File: src/rtl/sceq_ram.sv
// Generic single-write, single-read RAM with registered read data.
// No dependencies.
`default_nettype none

module sceq_ram #(
    parameter int WIDTH = 8,
    parameter int DEPTH = 256
) (
    input  wire logic                     clk,
    input  wire logic                     we,
    input  wire logic [$clog2(DEPTH)-1:0] waddr,
    input  wire logic [WIDTH-1:0]         wdata,
    input  wire logic                     re,
    input  wire logic [$clog2(DEPTH)-1:0] raddr,
    output      logic [WIDTH-1:0]         rdata
);

    logic [WIDTH-1:0] mem [DEPTH];

    always_ff @(posedge clk)
    begin
        if (we)
        begin
            mem[waddr] <= wdata;
        end
        if (re)
        begin
            rdata <= mem[raddr];
        end
    end

endmodule

`default_nettype wire

File: config.mk
export PLATFORM = sky130hd
export DESIGN_NAME = sceq_ram
export DESIGN_NICKNAME = d
export VERILOG_FILES = /design/src/rtl/sceq_ram.sv
export SDC_FILE = /design/constraint.sdc
export NUM_CORES = 2
export LEC_CHECK = 0
export ABC_AREA = 1
export BUFFER_PORTS_ARGS = -buffer_cell sky130_fd_sc_hd__buf_2
export CAP_MARGIN = 10
export CORE_UTILIZATION = 31
export DETAILED_ROUTE_END_ITERATION = 8
export GPL_TIMING_DRIVEN = 0
export SLEW_MARGIN = 40
export SYNTH_ARGS = -nofsm -noshare
export SYNTH_HDL_FRONTEND = slang
export SYNTH_SLANG_ARGS = --single-unit
export TNS_END_PERCENT = 5
File: constraint.sdc
create_clock -name clk -period 1.7 [get_ports clk]
set_input_delay 0.085 -clock clk [delete_from_list [all_inputs] [get_ports clk]]
set_output_delay 0.085 -clock clk [all_outputs]
set_load 0.02 [all_outputs]
## Word-level counts from Yosys, hierarchy flattened

Memories as Yosys holds them, arrays and structs flattened. A register that Yosys moved wholly into a read port is not among the register bits.
Cells that the tools add are included.

| operators by class | value |
|---|---|
| multiplexer cells | 2 |

Operators by type and width:

| cell | number |
|---|---|
| $mux W1 | 2 |

| storage, ports and cells | value |
|---|---|
| bits in registers | 0 |
| bits of input ports | 27 |
| memories kept | 1 |
| output and inout port bits | 8 |
| logic and storage cells | 3 |
| bits in writable memories | 2,048 |

Memories:

| name | words | width | read ports | clocked after memory_dff | write ports | line | text |
|---|---|---|---|---|---|---|---|
| mem | 256 | 8 | 1 | 1 | 1 | 18 | `logic [WIDTH-1:0] mem [DEPTH];` |

## Depth between registers and ports, before layout

| depth | value |
|---|---|
| depth in word-level cells | 2 |
| gate-level depth with buffers | 15 |
| gate-level depth less buffers | 11 |

## Least setup slack after synthesis

Ideal clock, no wire load.

| timing path | value |
|---|---|
| kind | input -> register |
| from | in we |
| to | mem mem[162][0], enable pin |
| slack | 0.124 ns |
| buffers on the path | 2 |
| library setup time | 0.370 ns |
| data arrival time | 1.206 ns |
| data required time | 1.330 ns |
| stages | 4 |
| cells stage by stage | clkbuf_1 > nand3_1 > clkbuf_1 > nor2_1 |

| on the way | value |
|---|---|
| longest elaborated chain between the ends | 2 |

RTL lines:

| element | line | text |
|---|---|---|
| start: declaration | 10 | `input wire logic we,` |
| $mux W1 | 22 | `if (we)` |
| $mux W1 (not written as such) | 24 | `mem[waddr] <= wdata;` |
| end: declaration | 18 |  |

No other way between the ends.

==> qor.yml <==
run_status:
  status: "finished with violations"
  violations: "setup timing"
die:
  die_area_um2: 271000
  ios: 35
  die-height_um: 521
  rows: 190
  coreArea_um2: 268000
  dieWidth_um: 521
  initial_core_util: 0.312
cells_and_area:
  design_area_um2: 99600
  fin_nets: 7317
  fin_util: 0.372
  layout_common_cells: "nand2_1 (2093), edfxtp_1 (2056), nand3_1 (1734), buf_2 (246), clkbuf_16 (213)"
  final_common_cell: "nand2_1"
  instances_no_fill: 11000
  syn2layout_area_growth_pct: 19.3
  nFillCells: 25600
  layout-drive-gt1-share: 0.184
critical_path:
  crit_family: "buffers and inverters"
  worst_ep_arrival_time_ns: 2.68
  max_stage_delay_ns: 0.51
  critPathLaunchType: "input port"
  critical_path_class: "in2reg"
  critical_path.cell_chain: "buf_4, buf_2, clkbuf_4, nand3_1, nand3_1, nand3_1, nand3_1, nand3_1, nand3_1, nand2_2, nand2_1, nand2_2"
  r2r_setup_slack_ns: -0.33
  slowest_stage: "buf_2"
  worst-path-max-fanout: 10
  crit_buf_inv: 3
  crit_path_end_kind: "flop"
  cp_common_cell: "nand3_1"
  cp.required_ns: 2.33
timing:
  setup_slack_ns: -0.353
  maxSlewHeadroom: 0.365
  worst_clock_skew_ns: 0.0218
  hold_viol: 0
  max_slew.worst_pin.slew_ns: 0.953
  setup_viol: 421
  min_period_ns: 2.05
  post-route-period-util: 1.21
  fmax_mhz: 487
  slew_viol_final: 0
  rsz0062_at_grt: "true"
synth:
  synth_fa_ha_area_frac: 0
  yosysWarnings: 0
  synth-xor-area-share: 0
  synth_area_per_cell_um2: 11.9
  syn-instance-count: 7003
  synth_cell_types: 13
  syn_area_um2: 83500
  ys_ff_latch: 2056
  synth_top_family_by_area: "simple AND/OR/NAND/NOR gates"
  muxShareOfSynthArea: 0
  synth_compound_area_frac: 0
  synthSimpleGateAreaFrac: 0.229
  synth_nets: 7030
  yosysSeqAreaShare: 0.740
detailed_routing:
  drc: 0
  wl_um: 365000
  first_pass_iters: 7
  postRouteAntennaNets: 0
  drt_iter0_markers: 9775
  vias: 62200
  routed_via_density: 5.64
  wl_per_cell_um: 33.1
power:
  peakVddDrop_uv: 889
  power_density_nw_per_um2: 1120
  p_leak_nw: 34.1
place:
  dp_hpwl_um: 256000
  dpl_cell_area_um2: 89900
  gp_congestion: 1.06
  numPortBuffers: 27
  dp_cells: 10600
global_route:
  grt_overflow: 0
  grt_usage: 0.262
  grt_pass1_vias: 57000
  grt_max_degree: 88
  antenna_found_initial: 18
  grt_pass1_wl_um: 484000
clocking:
  cts_buffer_depth: 3
  cts_tree: "done"
  cts.htree.levels: 4
  clk-insertion-delay-late_ns: 0.89
  clk_pin_slew_ns: 0.06
  cts_buffers: 208
  ctsRootBufferMaster: "clkbuf_16"
  cts_sinks: 2056
run:
  max_cap_violations: 0
hold_path:
  hp-class: "in2reg"
sequential cells by signal (all words and copies together), names as in the netlist:
name	count
rdata	8
mem	2048
cell families after synthesis:
family	Yosys count
buf+inv	522
flops	2056
simple gates	4425
layout make-up:
cell class	count	area, um2	share of cell area
Sequential cell	2056	61700	0.620
Clock inverter	121	1150	0.0116
Clock buffer	262	5510	0.0554
Antenna cell	9	22.5	0.000226
Inverter	39	149	0.00150
Timing Repair Buffer	77	1290	0.0130
Tap cell	3552	4440	0.0446
Buffer	483	2860	0.0287
Multi-Input combinational cell	4425	22400	0.225
layer usage:
layer | part of all wire | global-route usage | vias to the layer above
li1 | - | - | 25500
met1 | 0.38 | 0.337 | 31200
met2 | 0.43 | 0.391 | 4606
met4 | 0.070 | 0.160 | 10
met5 | 0.00066 | 0.00456 | -
met3 | 0.12 | 0.0756 | 918
power by group:
group	switching (mW)	internal [mW]	leakage (nW)	total, mW
Sequential	0.0327	55.9	18.5	55.9
Combinational	7.39	2.08	12.3	9.47
Clock	20.4	25.8	3.23	46.2
synthesized netlist by cell type:
cell,n,area [um2]
buf_2,268,1340
nor2_1,283,1060
buf_1,40,150
inv_4,1,6.26
buf_6,16,180
clkbuf_1,112,420
inv_2,2,7.51
inv_1,36,135
edfxtp_1,2056,61700
nand3_1,2019,10100
buf_8,1,15.0
nand2_1,2123,7970
buf_4,46,345
tightest hold or removal path, stage by stage:
cell      delay [ns]
clkbuf_1        0.21
nand2_1         0.33
nor2_4          0.13
path summary, 6_finish.rpt:
path | start | to | depth (start not counted)
worst min register to register | mem[159][7]$_DFFE_PP_ | rdata[7]$_DFFE_PP_ | 10
worst max register to register | mem[111][7]$_DFFE_PP_ | rdata[7]$_DFFE_PP_ | 10
worst min-delay path | we | mem[29][4]$_DFFE_PP_ | 3
worst max-delay path | raddr[1] | rdata[1]$_DFFE_PP_ | 12
stage by stage:
stage          hold slack (ns)  worst slack [ns]   TNS, ns  power, mW
2_1_floorplan            0.184             0.124         0       60.5
3_3_place_gp             0.411             -3.37  -8892.10       65.1
3_5_place_dp             0.416             -1.85  -1951.62       65.3
4_1_cts                 0.0291            -0.244    -40.54        111
5_1_grt                 0.0828            -0.262    -21.92        113
6_report                0.0638            -0.353    -32.03        112
repair_timing:
item / 4_1_cts / 5_1_grt
gates cloned: 0 / 0
setup endpoints to repair: 1111 / 1008
endpoints found under the hold margin: 1486 / 0
setup buffers: 4 / 1
hold buffers: 10 / 0
pin swaps: 73 / 57
gates resized for setup: 433 / 171
(Power assumes the default switching activity.)
